**config.mk**
```make
export PLATFORM = sky130hd
export DESIGN_NAME = lexer_token_classifier
export DESIGN_NICKNAME = d
export VERILOG_FILES = /design/src/design/ltc_pkg.sv /design/src/design/ltc_front.sv /design/src/design/ltc_queue.sv /design/src/design/ltc_back.sv /design/src/design/lexer_token_classifier.sv
export VERILOG_INCLUDE_DIRS = /design/src /design/src/design
export SDC_FILE = /design/constraint.sdc
export NUM_CORES = 1
export LEC_CHECK = 0
export ABC_CLOCK_PERIOD_IN_PS = 5200
export BUFFER_PORTS_ARGS = -buffer_cell sky130_fd_sc_hd__buf_4
export CORE_MARGIN = 1
export CORE_UTILIZATION = 35
export CTS_CLUSTER_DIAMETER = 30
export DETAILED_ROUTE_END_ITERATION = 10
export SLEW_MARGIN = 10
export SYNTH_ARGS = -nofsm -noshare
export SYNTH_HDL_FRONTEND = slang
export SYNTH_SLANG_ARGS = --single-unit
```
**constraint.sdc**
```tcl
create_clock -name aclk -period 5.2 [get_ports aclk]
set_clock_uncertainty 0.1 [all_clocks]
set_input_delay 1.04 -clock aclk [delete_from_list [all_inputs] [get_ports aclk]]
set_output_delay 1.04 -clock aclk [all_outputs]
set_load 0.005 [all_outputs]
```
**src/design/assert_macros.svh**
```systemverilog
// Assertion macros for the RTL of the token classifier; only the top level includes them.
// Each macro checks one implication on the rising edge of aclk, outside reset.
`ifndef ASSERT_MACROS_SVH
`define ASSERT_MACROS_SVH

// The consequent must hold in the same cycle as the antecedent.
`define ASSERT_SAME(label, ante, cons, msg) \
    label: assert property (@(posedge aclk) disable iff (!aresetn) (ante) |-> (cons)) \
        else $error(msg);

// The consequent must hold in the cycle after the antecedent.
`define ASSERT_NEXT(label, ante, cons, msg) \
    label: assert property (@(posedge aclk) disable iff (!aresetn) (ante) |=> (cons)) \
        else $error(msg);

`endif

```
**src/design/ltc_pkg.sv**
```systemverilog
// Shared types, constants and helper functions of the token classifier.
// Used by ltc_front, ltc_queue, ltc_back and lexer_token_classifier; depends on nothing.
package ltc_pkg;

    // Field widths and limits.
    localparam int CHAR_W      = 8;
    localparam int KIND_W      = 5;
    localparam int LEN_W       = 8;
    localparam int MATCH_CHARS = 8;
    localparam int LENGTH_MAX  = 255;
    localparam int NUM_NAMES   = 18;
    localparam int NAME_LEN_W  = 4;
    localparam int NAME_TEXT_W = 64;
    localparam int S_TDATA_W   = 8;
    localparam int M_TDATA_W   = 16;

    // Token queue geometry.
    localparam int Q_DEPTH = 4;
    localparam int Q_PTR_W = 2;
    localparam int Q_CNT_W = 3;

    // Characters with a special role.
    localparam logic [CHAR_W-1:0] CH_EQ    = 8'h3D;
    localparam logic [CHAR_W-1:0] CH_BANG  = 8'h21;
    localparam logic [CHAR_W-1:0] CH_QUOTE = 8'h22;

    // Token kind codes.
    localparam logic [KIND_W-1:0] KIND_ERROR    = 5'd0;
    localparam logic [KIND_W-1:0] KIND_TRUE     = 5'd1;
    localparam logic [KIND_W-1:0] KIND_FALSE    = 5'd2;
    localparam logic [KIND_W-1:0] KIND_NULL     = 5'd3;
    localparam logic [KIND_W-1:0] KIND_FUNCTION = 5'd4;
    localparam logic [KIND_W-1:0] KIND_RETURN   = 5'd5;
    localparam logic [KIND_W-1:0] KIND_VAR      = 5'd6;
    localparam logic [KIND_W-1:0] KIND_IDENT    = 5'd7;
    localparam logic [KIND_W-1:0] KIND_STRING   = 5'd8;
    localparam logic [KIND_W-1:0] KIND_NUMBER   = 5'd9;
    localparam logic [KIND_W-1:0] KIND_ASSIGN   = 5'd10;
    localparam logic [KIND_W-1:0] KIND_EQUAL    = 5'd11;
    localparam logic [KIND_W-1:0] KIND_NOT      = 5'd12;
    localparam logic [KIND_W-1:0] KIND_NOTEQ    = 5'd13;
    localparam logic [KIND_W-1:0] KIND_LBRACE   = 5'd14;
    localparam logic [KIND_W-1:0] KIND_RBRACE   = 5'd15;
    localparam logic [KIND_W-1:0] KIND_LPAREN   = 5'd16;
    localparam logic [KIND_W-1:0] KIND_RPAREN   = 5'd17;
    localparam logic [KIND_W-1:0] KIND_MINUS    = 5'd18;
    localparam logic [KIND_W-1:0] KIND_PLUS     = 5'd19;
    localparam logic [KIND_W-1:0] KIND_COMMA    = 5'd20;
    localparam logic [KIND_W-1:0] KIND_SEMI     = 5'd21;
    localparam logic [KIND_W-1:0] KIND_LAST     = KIND_SEMI;

    // First characters of the current word, entry k holds character k.
    typedef logic [MATCH_CHARS-1:0][CHAR_W-1:0] word_t;

    // One finished token as it travels to the output.
    typedef struct packed {
        logic [KIND_W-1:0] kind;
        logic [LEN_W-1:0]  length;
        logic              last;
    } token_t;

    // Up to two tokens written into the queue in one cycle, tok0 first.
    typedef struct packed {
        logic [1:0] cnt;
        token_t     tok0;
        token_t     tok1;
    } push_t;

    // A keyword or operator; text is right-justified, last character lowest.
    typedef struct packed {
        logic [NAME_LEN_W-1:0]  len;
        logic [KIND_W-1:0]      kind;
        logic [NAME_TEXT_W-1:0] text;
    } name_t;

    localparam name_t NAMES [NUM_NAMES] = '{
        '{4'd4, KIND_TRUE,     64'("true")},
        '{4'd5, KIND_FALSE,    64'("false")},
        '{4'd4, KIND_NULL,     64'("null")},
        '{4'd8, KIND_FUNCTION, 64'("function")},
        '{4'd6, KIND_RETURN,   64'("return")},
        '{4'd3, KIND_VAR,      64'("var")},
        '{4'd1, KIND_ASSIGN,   64'("=")},
        '{4'd2, KIND_EQUAL,    64'("==")},
        '{4'd1, KIND_NOT,      64'("!")},
        '{4'd2, KIND_NOTEQ,    64'("!=")},
        '{4'd1, KIND_LBRACE,   64'("{")},
        '{4'd1, KIND_RBRACE,   64'("}")},
        '{4'd1, KIND_LPAREN,   64'("(")},
        '{4'd1, KIND_RPAREN,   64'(")")},
        '{4'd1, KIND_MINUS,    64'("-")},
        '{4'd1, KIND_PLUS,     64'("+")},
        '{4'd1, KIND_COMMA,    64'(",")},
        '{4'd1, KIND_SEMI,     64'(";")}
    };

    function automatic logic is_alpha(input logic [CHAR_W-1:0] c);
        return (c >= 8'h61 && c <= 8'h7A) || (c >= 8'h41 && c <= 8'h5A);
    endfunction

    function automatic logic is_digit(input logic [CHAR_W-1:0] c);
        return c >= 8'h30 && c <= 8'h39;
    endfunction

    function automatic logic is_alnum(input logic [CHAR_W-1:0] c);
        return is_alpha(c) || is_digit(c);
    endfunction

    // Printable, non-space and not a letter or digit.
    function automatic logic is_punct(input logic [CHAR_W-1:0] c);
        return c >= 8'h21 && c <= 8'h7E && !is_alnum(c);
    endfunction

    // Kind of a finished word: a keyword or operator match wins, otherwise
    // the first character decides. All name compares run in parallel.
    function automatic logic [KIND_W-1:0] classify(input word_t chars,
                                                   input logic [LEN_W-1:0] len,
                                                   input logic [CHAR_W-1:0] first);
        logic [KIND_W-1:0] kind;
        logic              found;
        logic              same;
        int                idx;
        if (is_alpha(first)) begin
            kind = KIND_IDENT;
        end else if (is_digit(first)) begin
            kind = KIND_NUMBER;
        end else if (first == CH_QUOTE) begin
            kind = KIND_STRING;
        end else begin
            kind = KIND_ERROR;
        end
        found = 1'b0;
        for (int i = 0; i < NUM_NAMES; i++) begin
            same = (len == LEN_W'(NAMES[i].len));
            for (int k = 0; k < MATCH_CHARS; k++) begin
                idx = (k < int'(NAMES[i].len)) ? CHAR_W * (int'(NAMES[i].len) - 1 - k) : 0;
                if (k < int'(NAMES[i].len) && chars[k] != NAMES[i].text[idx +: CHAR_W]) begin
                    same = 1'b0;
                end
            end
            if (same && !found) begin
                kind  = NAMES[i].kind;
                found = 1'b1;
            end
        end
        return kind;
    endfunction

endpackage

```
**src/design/ltc_front.sv**
```systemverilog
// Front end of the token classifier: groups characters into words and
// classifies each finished word. Depends on ltc_pkg.
module ltc_front (
    input  logic                          aclk,
    input  logic                          aresetn,
    input  logic                          accept,
    input  logic [ltc_pkg::CHAR_W-1:0]    ch,
    input  logic                          end_of_text,
    output ltc_pkg::push_t                push
);

    ltc_pkg::word_t                chars_reg;
    ltc_pkg::word_t                chars_next;
    logic [ltc_pkg::LEN_W-1:0]     len_reg;
    logic [ltc_pkg::LEN_W-1:0]     len_next;
    logic [ltc_pkg::CHAR_W-1:0]    first_reg;
    logic [ltc_pkg::CHAR_W-1:0]    first_next;

    logic [ltc_pkg::CHAR_W-1:0]    first_eff;
    logic                          grow;
    logic                          emit_a;
    logic                          emit_b;
    logic [ltc_pkg::LEN_W-1:0]     len_mid;
    ltc_pkg::token_t               tok_a;
    ltc_pkg::token_t               tok_b;

    // Word state after this character, before an end-of-text flush.
    always_comb begin
        first_eff = (len_reg == '0) ? ch : first_reg;
        grow = (ltc_pkg::is_alnum(first_eff) && ltc_pkg::is_alnum(ch)) ||
               (ltc_pkg::is_punct(first_eff) && ltc_pkg::is_punct(ch) &&
                (len_reg == '0 || first_eff == ltc_pkg::CH_EQ ||
                 first_eff == ltc_pkg::CH_BANG));
        chars_next = chars_reg;
        len_mid    = len_reg;
        first_next = first_eff;
        emit_a     = 1'b0;
        if (grow) begin
            for (int k = 0; k < ltc_pkg::MATCH_CHARS; k++) begin
                if (len_reg == ltc_pkg::LEN_W'(k)) begin
                    chars_next[k] = ch;
                end
            end
            if (len_reg < ltc_pkg::LEN_W'(ltc_pkg::LENGTH_MAX)) begin
                len_mid = len_reg + 1'b1;
            end
        end else if (len_reg != '0) begin
            // The character closes the pending word and may open a new one.
            emit_a  = 1'b1;
            len_mid = '0;
            if (ltc_pkg::is_alnum(ch) || ltc_pkg::is_punct(ch)) begin
                first_next    = ch;
                chars_next[0] = ch;
                len_mid       = ltc_pkg::LEN_W'(1);
            end
        end
        emit_b   = end_of_text && (len_mid != '0);
        len_next = emit_b ? '0 : len_mid;
    end

    // Tokens caused by this character, in output order.
    always_comb begin
        tok_a.kind   = ltc_pkg::classify(chars_reg, len_reg, first_reg);
        tok_a.length = len_reg;
        tok_a.last   = !emit_b;
        tok_b.kind   = ltc_pkg::classify(chars_next, len_mid, first_next);
        tok_b.length = len_mid;
        tok_b.last   = 1'b1;
        if (emit_a) begin
            push.tok0 = tok_a;
            push.tok1 = tok_b;
            push.cnt  = emit_b ? 2'd2 : 2'd1;
        end else begin
            push.tok0 = tok_b;
            push.tok1 = tok_b;
            push.cnt  = emit_b ? 2'd1 : 2'd0;
        end
        if (!accept) begin
            push.cnt = 2'd0;
        end
    end

    // Word buffer holds no reset value; only entries below the length are read.
    always_ff @(posedge aclk) begin
        if (accept) begin
            chars_reg <= chars_next;
        end
    end

    always_ff @(posedge aclk) begin
        if (!aresetn) begin
            len_reg   <= '0;
            first_reg <= '0;
        end else if (accept) begin
            len_reg   <= len_next;
            first_reg <= first_next;
        end
    end

endmodule

```
**src/design/ltc_queue.sv**
```systemverilog
// Short token queue between the front end and the output stage: takes up to
// two tokens per cycle and gives one. Depends on ltc_pkg.
module ltc_queue (
    input  logic            aclk,
    input  logic            aresetn,
    input  ltc_pkg::push_t  push,
    input  logic            pop,
    output logic            room,
    output logic            q_valid,
    output ltc_pkg::token_t q_data
);

    ltc_pkg::token_t                mem_reg [ltc_pkg::Q_DEPTH];
    logic [ltc_pkg::Q_PTR_W-1:0]    wr_ptr_reg;
    logic [ltc_pkg::Q_PTR_W-1:0]    wr_ptr_next;
    logic [ltc_pkg::Q_PTR_W-1:0]    rd_ptr_reg;
    logic [ltc_pkg::Q_PTR_W-1:0]    rd_ptr_next;
    logic [ltc_pkg::Q_CNT_W-1:0]    count_reg;
    logic [ltc_pkg::Q_CNT_W-1:0]    count_next;
    logic [ltc_pkg::Q_PTR_W-1:0]    wr_ptr_plus1;

    // A new character is taken only while two slots are free.
    assign room         = count_reg <= ltc_pkg::Q_CNT_W'(ltc_pkg::Q_DEPTH - 2);
    assign q_valid      = count_reg != '0;
    assign q_data       = mem_reg[rd_ptr_reg];
    assign wr_ptr_plus1 = wr_ptr_reg + 1'b1;

    // Pointer and fill count updates.
    always_comb begin
        wr_ptr_next = wr_ptr_reg + ltc_pkg::Q_PTR_W'(push.cnt);
        rd_ptr_next = pop ? rd_ptr_reg + 1'b1 : rd_ptr_reg;
        count_next  = count_reg + ltc_pkg::Q_CNT_W'(push.cnt) -
                      ltc_pkg::Q_CNT_W'(pop);
    end

    always_ff @(posedge aclk) begin
        if (!aresetn) begin
            wr_ptr_reg <= '0;
            rd_ptr_reg <= '0;
            count_reg  <= '0;
        end else begin
            wr_ptr_reg <= wr_ptr_next;
            rd_ptr_reg <= rd_ptr_next;
            count_reg  <= count_next;
        end
    end

    // Token storage.
    always_ff @(posedge aclk) begin
        if (push.cnt != 2'd0) begin
            mem_reg[wr_ptr_reg] <= push.tok0;
        end
        if (push.cnt == 2'd2) begin
            mem_reg[wr_ptr_plus1] <= push.tok1;
        end
    end

endmodule

```
**src/design/ltc_back.sv**
```systemverilog
// Output stage of the token classifier: moves tokens from the queue into the
// result register and holds them while the receiver stalls. Depends on ltc_pkg.
module ltc_back (
    input  logic                            aclk,
    input  logic                            aresetn,
    input  logic                            q_valid,
    input  ltc_pkg::token_t                 q_data,
    output logic                            pop,
    output logic                            m_tvalid,
    input  logic                            m_tready,
    output logic [ltc_pkg::M_TDATA_W-1:0]   m_tdata,
    output logic                            m_tlast
);

    logic            valid_reg;
    logic            valid_next;
    ltc_pkg::token_t out_reg;

    // Load a token whenever the result register is empty or being taken.
    assign pop        = q_valid && (!valid_reg || m_tready);
    assign valid_next = pop || (valid_reg && !m_tready);

    always_ff @(posedge aclk) begin
        if (!aresetn) begin
            valid_reg <= 1'b0;
        end else begin
            valid_reg <= valid_next;
        end
    end

    always_ff @(posedge aclk) begin
        if (pop) begin
            out_reg <= q_data;
        end
    end

    assign m_tvalid = valid_reg;
    assign m_tdata  = {(ltc_pkg::M_TDATA_W - ltc_pkg::KIND_W - ltc_pkg::LEN_W)'(0),
                       out_reg.length, out_reg.kind};
    assign m_tlast  = out_reg.last;

endmodule

```
**src/design/lexer_token_classifier.sv**
```systemverilog
// Top level of the token classifier: front end, token queue and output stage.
// Depends on ltc_pkg, ltc_front, ltc_queue, ltc_back and assert_macros.svh.
//
// Usage:
//   The s_ channel takes one character per transfer: s_tdata holds the
//   character, s_tlast marks the final character of the text, which flushes
//   the pending word. The m_ channel gives one token per transfer: kind and
//   length in m_tdata, m_tlast set on the last token caused by a character.
//   A character gives zero, one or two tokens.
//   A character is taken every cycle while the token queue has two free
//   slots. The queue is written at the edge that takes the character, and
//   the result register is loaded from it while that register is empty or
//   being taken; m_tvalid shows the result register. While the receiver is
//   ready the output stage gives one token per cycle, so the sustained rate
//   is one character per cycle while characters average at most one token.
//   When the receiver stalls, the result register holds its token, the
//   four-entry queue fills and s_tready drops until a slot pair is free.
//   Reset clears the word length, the queue and the result valid flag; the
//   block takes characters as soon as reset is released.
`include "assert_macros.svh"

module lexer_token_classifier (
    input  logic                            aclk,
    input  logic                            aresetn,
    input  logic                            s_tvalid,
    output logic                            s_tready,
    input  logic [ltc_pkg::S_TDATA_W-1:0]   s_tdata,   // [7:0] ch
    input  logic                            s_tlast,   // end_of_text
    output logic                            m_tvalid,
    input  logic                            m_tready,
    output logic [ltc_pkg::M_TDATA_W-1:0]   m_tdata,   // [4:0] token_kind, [12:5] token_length
    output logic                            m_tlast    // last_of_run
);

    logic            accept;
    logic            room;
    logic            pop;
    logic            q_valid;
    ltc_pkg::push_t  push;
    ltc_pkg::token_t q_data;

    assign s_tready = room;
    assign accept   = s_tvalid && room;

    ltc_front u_front (
        .aclk        (aclk),
        .aresetn     (aresetn),
        .accept      (accept),
        .ch          (s_tdata[ltc_pkg::CHAR_W-1:0]),
        .end_of_text (s_tlast),
        .push        (push)
    );

    ltc_queue u_queue (
        .aclk    (aclk),
        .aresetn (aresetn),
        .push    (push),
        .pop     (pop),
        .room    (room),
        .q_valid (q_valid),
        .q_data  (q_data)
    );

    ltc_back u_back (
        .aclk     (aclk),
        .aresetn  (aresetn),
        .q_valid  (q_valid),
        .q_data   (q_data),
        .pop      (pop),
        .m_tvalid (m_tvalid),
        .m_tready (m_tready),
        .m_tdata  (m_tdata),
        .m_tlast  (m_tlast)
    );

    // Tokens enter the queue only on a character transfer.
    `ASSERT_SAME(a_push_on_accept, push.cnt != 2'd0, accept, "token pushed without a transfer")
    // With two tokens from one character only the second carries the last flag.
    `ASSERT_SAME(a_pair_last, push.cnt == 2'd2, !push.tok0.last && push.tok1.last,
                 "bad last flags on a token pair")
    // A single token from one character always closes its run.
    `ASSERT_SAME(a_single_last, push.cnt == 2'd1, push.tok0.last, "single token not last")
    // A delivered token has a known kind and a nonzero length.
    `ASSERT_SAME(a_out_token, m_tvalid,
                 m_tdata[12:5] != 8'd0 && m_tdata[4:0] <= ltc_pkg::KIND_LAST,
                 "malformed output token")

endmodule

```
==> flow_metrics.env, run 1 <==
export IMPL_setup_ws_ns=0.437
export IMPL_gr_max_usage_layer="met2"
export IMPL_path_clk_slew_ns=0.07
export IMPL_async_reset_ff_share_pct=0
export IMPL_drtPass1Iterations=7
export IMPL_grt_pass1_wl_um=57600
export IMPL_leakagePower_nw=4.33
export IMPL_status="finished clean"
export IMPL_worstSetupEndpointType="flip-flop"
export IMPL_antenna_cells=0
export IMPL_final_util_pct=40.7
export IMPL_grt_use_total_pct=24.3
export IMPL_ys_types=102
export IMPL_clk_latency_ns=0.45
export IMPL_drt_wl_total_um=37500
export IMPL_synth_common_cells="131 x nand2_1, 130 x edfxtp_1, 84 x nor2_1"
export IMPL_grt_max_degree=50
export IMPL_hold_class="reg2reg"
export IMPL_numCtsBuffers=17
export IMPL_yosys_area_top_type="edfxtp_1"
export IMPL_dieArea_um2=31900
export IMPL_min_period_over_period_pct=91.6
export IMPL_hold_violations=0
export IMPL_syn_area_per_cell_um2=9.30
export IMPL_synth_most_common_cell="nand2_1"
export IMPL_routabilityCongestion=0.970
export IMPL_setup_viol=0
export IMPL_cts_sinks=158
export IMPL_hpwl_um=28400
export IMPL_cts_resized=0
export IMPL_fin_nets=1245
export IMPL_port_buffers=28
export IMPL_worstPathRequired_ns=5.28
export IMPL_synth_top_area_share_pct=35.8
export IMPL_ant_nets=0
export IMPL_min_period_ns=4.76
export IMPL_grt_overflow_total=0
export IMPL_synthFlopType="edfxtp_1"
export IMPL_ioPinCount=32
export IMPL_drv_slew=0
export IMPL_ys_seq_area_share_pct=40.9
export IMPL_syn_cell_area_um2=10900
export IMPL_dp_slack_ns=0.0956
export IMPL_synth_edff_count=130
export IMPL_setup_tns_final_ns=0
export IMPL_largest_reg_flops=64
export IMPL_htree_num_levels=4
export IMPL_cts_tree="built"
export IMPL_drtIter0Drc=1239
export IMPL_p_per_area_nw_per_um2=349
export IMPL_nFillCells=3019
export IMPL_initial_core_util_pct=35.6
export IMPL_layout_area_overhead_vs_synth_pct=14.4
export IMPL_rsz0062_at_grt="no"
export IMPL_critPathLaunchType="flip-flop"
export IMPL_postSynthCellCount=1174
export IMPL_gr_usage_met1_pct=31.9
export IMPL_route_detailed_drc=0
export IMPL_cts_hold_buffers=0
export IMPL_critPathMaxFanout=11
export IMPL_cts_setup_buffers=0
export IMPL_cts_root_buf="clkbuf_16"
export IMPL_grt_antenna_before_repair=0
export IMPL_die_h_um=179
export IMPL_max_cap_violations=0
export IMPL_cts_path_max_buffers=2
export IMPL_ir_drop_mv=0.287
export IMPL_max_slew_margin_pct=29.4
export IMPL_use_met2_pct=39.6
export IMPL_arrival_ns=4.84
export IMPL_via_per_inst=6.15
export IMPL_worst_pin_slew_ns=1.06
export IMPL_synthTopCellsByArea="edfxtp_1 36%, dfxtp_1 5.1%, nand2_1 4.5%"
export IMPL_fmax_ghz=0.210
export IMPL_total_power_mw=4.37
export IMPL_grt_pass1_vias=9508
export IMPL_grtUsageMet3_pct=3.32
export IMPL_ys_warn_count=0
export IMPL_core_rowCount=64
export IMPL_die_x_um=179
export IMPL_critical_path_class="reg2reg"
export IMPL_wl_per_cell_um=23.0
export IMPL_drive_above_1_share_pct=19.0
export IMPL_ys_seq_elements=158
export IMPL_core_area_um2=30700
export IMPL_vias=10000
-- cells by family after synthesis --
group,after synthesis,synth area share (%)
adders and majority gates,10,1.21
AOI/OAI and AO/OA,310,20.0
and+or+nand+nor,503,24.3
other,1,0.0344
buffers and inverters,114,4.49
muxes,70,8.49
DFF,158,40.9
xor gates and xnor gates,8,0.642
-- placed cells by master, fill, tap and decap left out, drive strengths merged, types with 22 or more instances in the layout --
cell type	synthesis	routed
nand2	133	133
edfxtp	130	130
buf	22	109
nor2	88	88
a21oi	67	67
o21ai	57	57
nand3	46	46
nor3	43	43
mux2	41	41
inv	31	38
o22ai	29	29
nand4	28	28
dfxtp	28	28
nor2b	25	25
and2	22	22
-- where the power goes --
part / switching, mW / total (mW) / internal [mW]
registers: 0.208 / 1.88 / 1.67
logic: 0.703 / 1.21 / 0.509
clock network: 0.559 / 1.27 / 0.716
total: 1.47 / 4.37 / 2.90
-- critical path, cell delays in order, from the launching register on --
cell	delay, ns
dfxtp_1	0.35
nor3b_1	0.48
o2111ai_1	0.42
a211oi_2	0.49
nand2_2	0.25
a21oi_1	0.31
mux2i_1	0.51
nand3_1	0.20
or4_1	0.59
a211o_1	0.30
a31oi_1	0.33
o32ai_1	0.15
-- final timing paths --
path                          from                     to  slack, ns  cells after the start
max           u_front.first_reg[6]  u_queue.mem_reg[0][9]       0.44                     11
min          u_queue.mem_reg[3][0]  u_queue.mem_reg[3][0]       0.38                      1
max reg2reg   u_front.first_reg[6]  u_queue.mem_reg[0][9]       0.44                     11
min reg2reg  u_queue.mem_reg[3][0]  u_queue.mem_reg[3][0]       0.38                      1
-- layout make-up --
| type | count | area [um2] | share of cell area (%) |
|---|---|---|---|
| multi-input cells | 904 | 5970 | 47.8 |
| flip-flops and latches | 158 | 4460 | 35.7 |
| repair buffers | 109 | 856 | 6.85 |
| well taps | 396 | 495 | 3.97 |
| clock buffers | 17 | 425 | 3.41 |
| clock inverters | 15 | 159 | 1.27 |
| inverters | 32 | 120 | 0.961 |
-- routing by layer --
layer | part of all wire [%] | vias to the layer above | routed length [um]
li1 | - | 4576 | -
met1 | 43 | 4905 | 16300
met2 | 47 | 466 | 17500
met3 | 6.0 | 86 | 2260
met4 | 4.1 | 0 | 1530
met5 | 0 | - | 0
-- metrics by stage --
stage / hold WS, ns / std cells / cell area (um2)
finish: 0.379 / 1631 / 12500
global route: 0.395 / 1631 / 12500
CTS: 0.386 / 1631 / 12500
detailed placement: 0.370 / 1599 / 11900
global placement: 0.372 / 1599 / 11900
floorplan: 0.331 / 1176 / 10900
Power figures use the tool's default switching activity.
==> run 2: changes to the inputs <==
--- a/config.mk
+++ b/config.mk
@@ -12,6 +12,7 @@
 export CORE_UTILIZATION = 35
 export CTS_CLUSTER_DIAMETER = 30
 export DETAILED_ROUTE_END_ITERATION = 10
+export PLACE_DENSITY = 0.55
 export SLEW_MARGIN = 10
 export SYNTH_ARGS = -nofsm -noshare
 export SYNTH_HDL_FRONTEND = slang
==> flow_metrics.env, run 2 (synthesized netlist as in run 1, its figures left out) <==
export IMPL_largest_reg_flops=64
export IMPL_drtIter0Drc=999
export IMPL_critPathLaunchType="input port"
export IMPL_hold_class="reg2reg"
export IMPL_route_detailed_drc=0
export IMPL_leakagePower_nw=4.34
export IMPL_cts_root_buf="clkbuf_16"
export IMPL_worstPathRequired_ns=5.27
export IMPL_regArea_um2=4460
export IMPL_multiInputGateArea_um2=5980
export IMPL_grt_pass1_wl_um=59200
export IMPL_wl_per_cell_um=23.3
export IMPL_grt_antenna_before_repair=0
export IMPL_min_period_ns=4.86
export IMPL_cts_tree="built"
export IMPL_ir_drop_mv=0.263
export IMPL_grt_pass1_vias=9644
export IMPL_core_area_um2=30700
export IMPL_cts_sinks=158
export IMPL_drt_wl_total_um=37900
export IMPL_arrival_ns=4.92
export IMPL_rsz0062_at_grt="no"
export IMPL_layout_common_cells="131 x nand2_1, 130 x edfxtp_1, 107 x buf_4"
export IMPL_grt_max_degree=68
export IMPL_status="finished clean"
export IMPL_dieArea_um2=31900
export IMPL_cts_hold_buffers=0
export IMPL_layout_area_overhead_vs_synth_pct=14.6
export IMPL_die_x_um=179
export IMPL_clk_latency_ns=0.45
export IMPL_setup_tns_final_ns=0
export IMPL_via_per_inst=6.05
export IMPL_vias=9865
export IMPL_antenna_cells=0
export IMPL_ant_nets=0
export IMPL_drtPass1Iterations=6
export IMPL_fmax_ghz=0.206
export IMPL_numCtsBuffers=17
export IMPL_p_per_area_nw_per_um2=354
export IMPL_critical_path_class="in2reg"
export IMPL_core_rowCount=64
export IMPL_hold_violations=0
export IMPL_worstSetupEndpointType="flip-flop"
export IMPL_nFillCells=3058
export IMPL_worst_pin_slew_ns=1.07
export IMPL_cts_path_max_buffers=2
export IMPL_fin_hold_ws_ns=0.381
export IMPL_die_h_um=179
export IMPL_cts_resized=0
export IMPL_max_slew_margin_pct=28.7
export IMPL_fin_nets=1244
export IMPL_cts_setup_buffers=0
export IMPL_ioPinCount=32
export IMPL_drv_slew=0
export IMPL_max_cap_violations=0
export IMPL_grt_overflow_total=0
export IMPL_routabilityCongestion=0.979
export IMPL_setup_viol=0
export IMPL_critPathMaxFanout=6
export IMPL_port_buffers=28
export IMPL_initial_core_util_pct=35.6
export IMPL_grt_use_total_pct=24.9
export IMPL_drive_above_1_share_pct=19.1
export IMPL_path_clk_slew_ns=0.07
export IMPL_min_period_over_period_pct=93.4
export IMPL_hpwl_um=28600
export IMPL_htree_num_levels=4
export IMPL_layout_commonest_cell="nand2_1"
[run 2: changes by cell type in the layout (fill, tap and decap cells not counted), sizes merged]
cell and change:
bufinv +1, inv +1, clkinv -4, clkinvlp +1
buf -1, clkbuf +1
[run 2: metrics by stage]
stage | power (mW) | cell area, um2 | utilization [%] | cells | worst slack, ns
floorplan | 2.61 | 10900 | - | 1176 | 0.120
global placement | 3.09 | 11900 | 38.7 | 1598 | 0.0589
detailed placement | 3.10 | 11900 | 38.7 | 1598 | 0.0324
CTS | 4.47 | 12500 | 40.8 | 1630 | 0.469
global route | 4.67 | 12500 | 40.8 | 1630 | 0.0513
finish | 4.43 | 12500 | 40.8 | 1630 | 0.344
[run 2: routing by layer]
metal / global-route usage, % / wire [um]
met1: 33.1 / 16600
met2: 39.1 / 17200
met3: 3.77 / 2340
met4: 13.0 / 1760
met5: 0 / 0
[run 2: final timing paths]
path                                               end  cells past startpoint                  from  slack [ns]
worst min-delay path              u_front.first_reg[5]                      2  u_front.first_reg[5]        0.38
worst min register to register    u_front.first_reg[5]                      2  u_front.first_reg[5]        0.38
worst max register to register  u_queue.mem_reg[1][11]                     15    u_front.len_reg[1]        0.38
worst max-delay path            u_queue.mem_reg[1][11]                     14            s_tdata[4]        0.34
[run 2: cell type report]
class                      instances  share of cell area, %
clock buffer                      18                   3.43
clock inverter                    14                   1.56
inverter                          32                  0.960
multi-input combinational        904                   47.8
sequential                       158                   35.7
tap                              396                   3.96
timing repair buffer             108                   6.58
[run 2: critical path, stage by stage]
cell       delay [ns]
buf_4            0.13
or4_4            0.57
nor3_2           0.23
a211o_1          0.36
mux2_2           0.23
and3_1           0.34
inv_1            0.16
a2111oi_2        0.29
nand4_1          0.15
nor4_1           0.57
nand2b_1         0.20
o211ai_2         0.13
a211oi_2         0.34
o32ai_1          0.17
[run 2: power breakdown]
group          internal, mW  leakage, nW  total (mW)  switching, mW
sequential             1.67         1.49        1.88          0.210
combinational         0.498         2.55        1.19          0.689
clock                 0.777        0.303        1.36          0.584
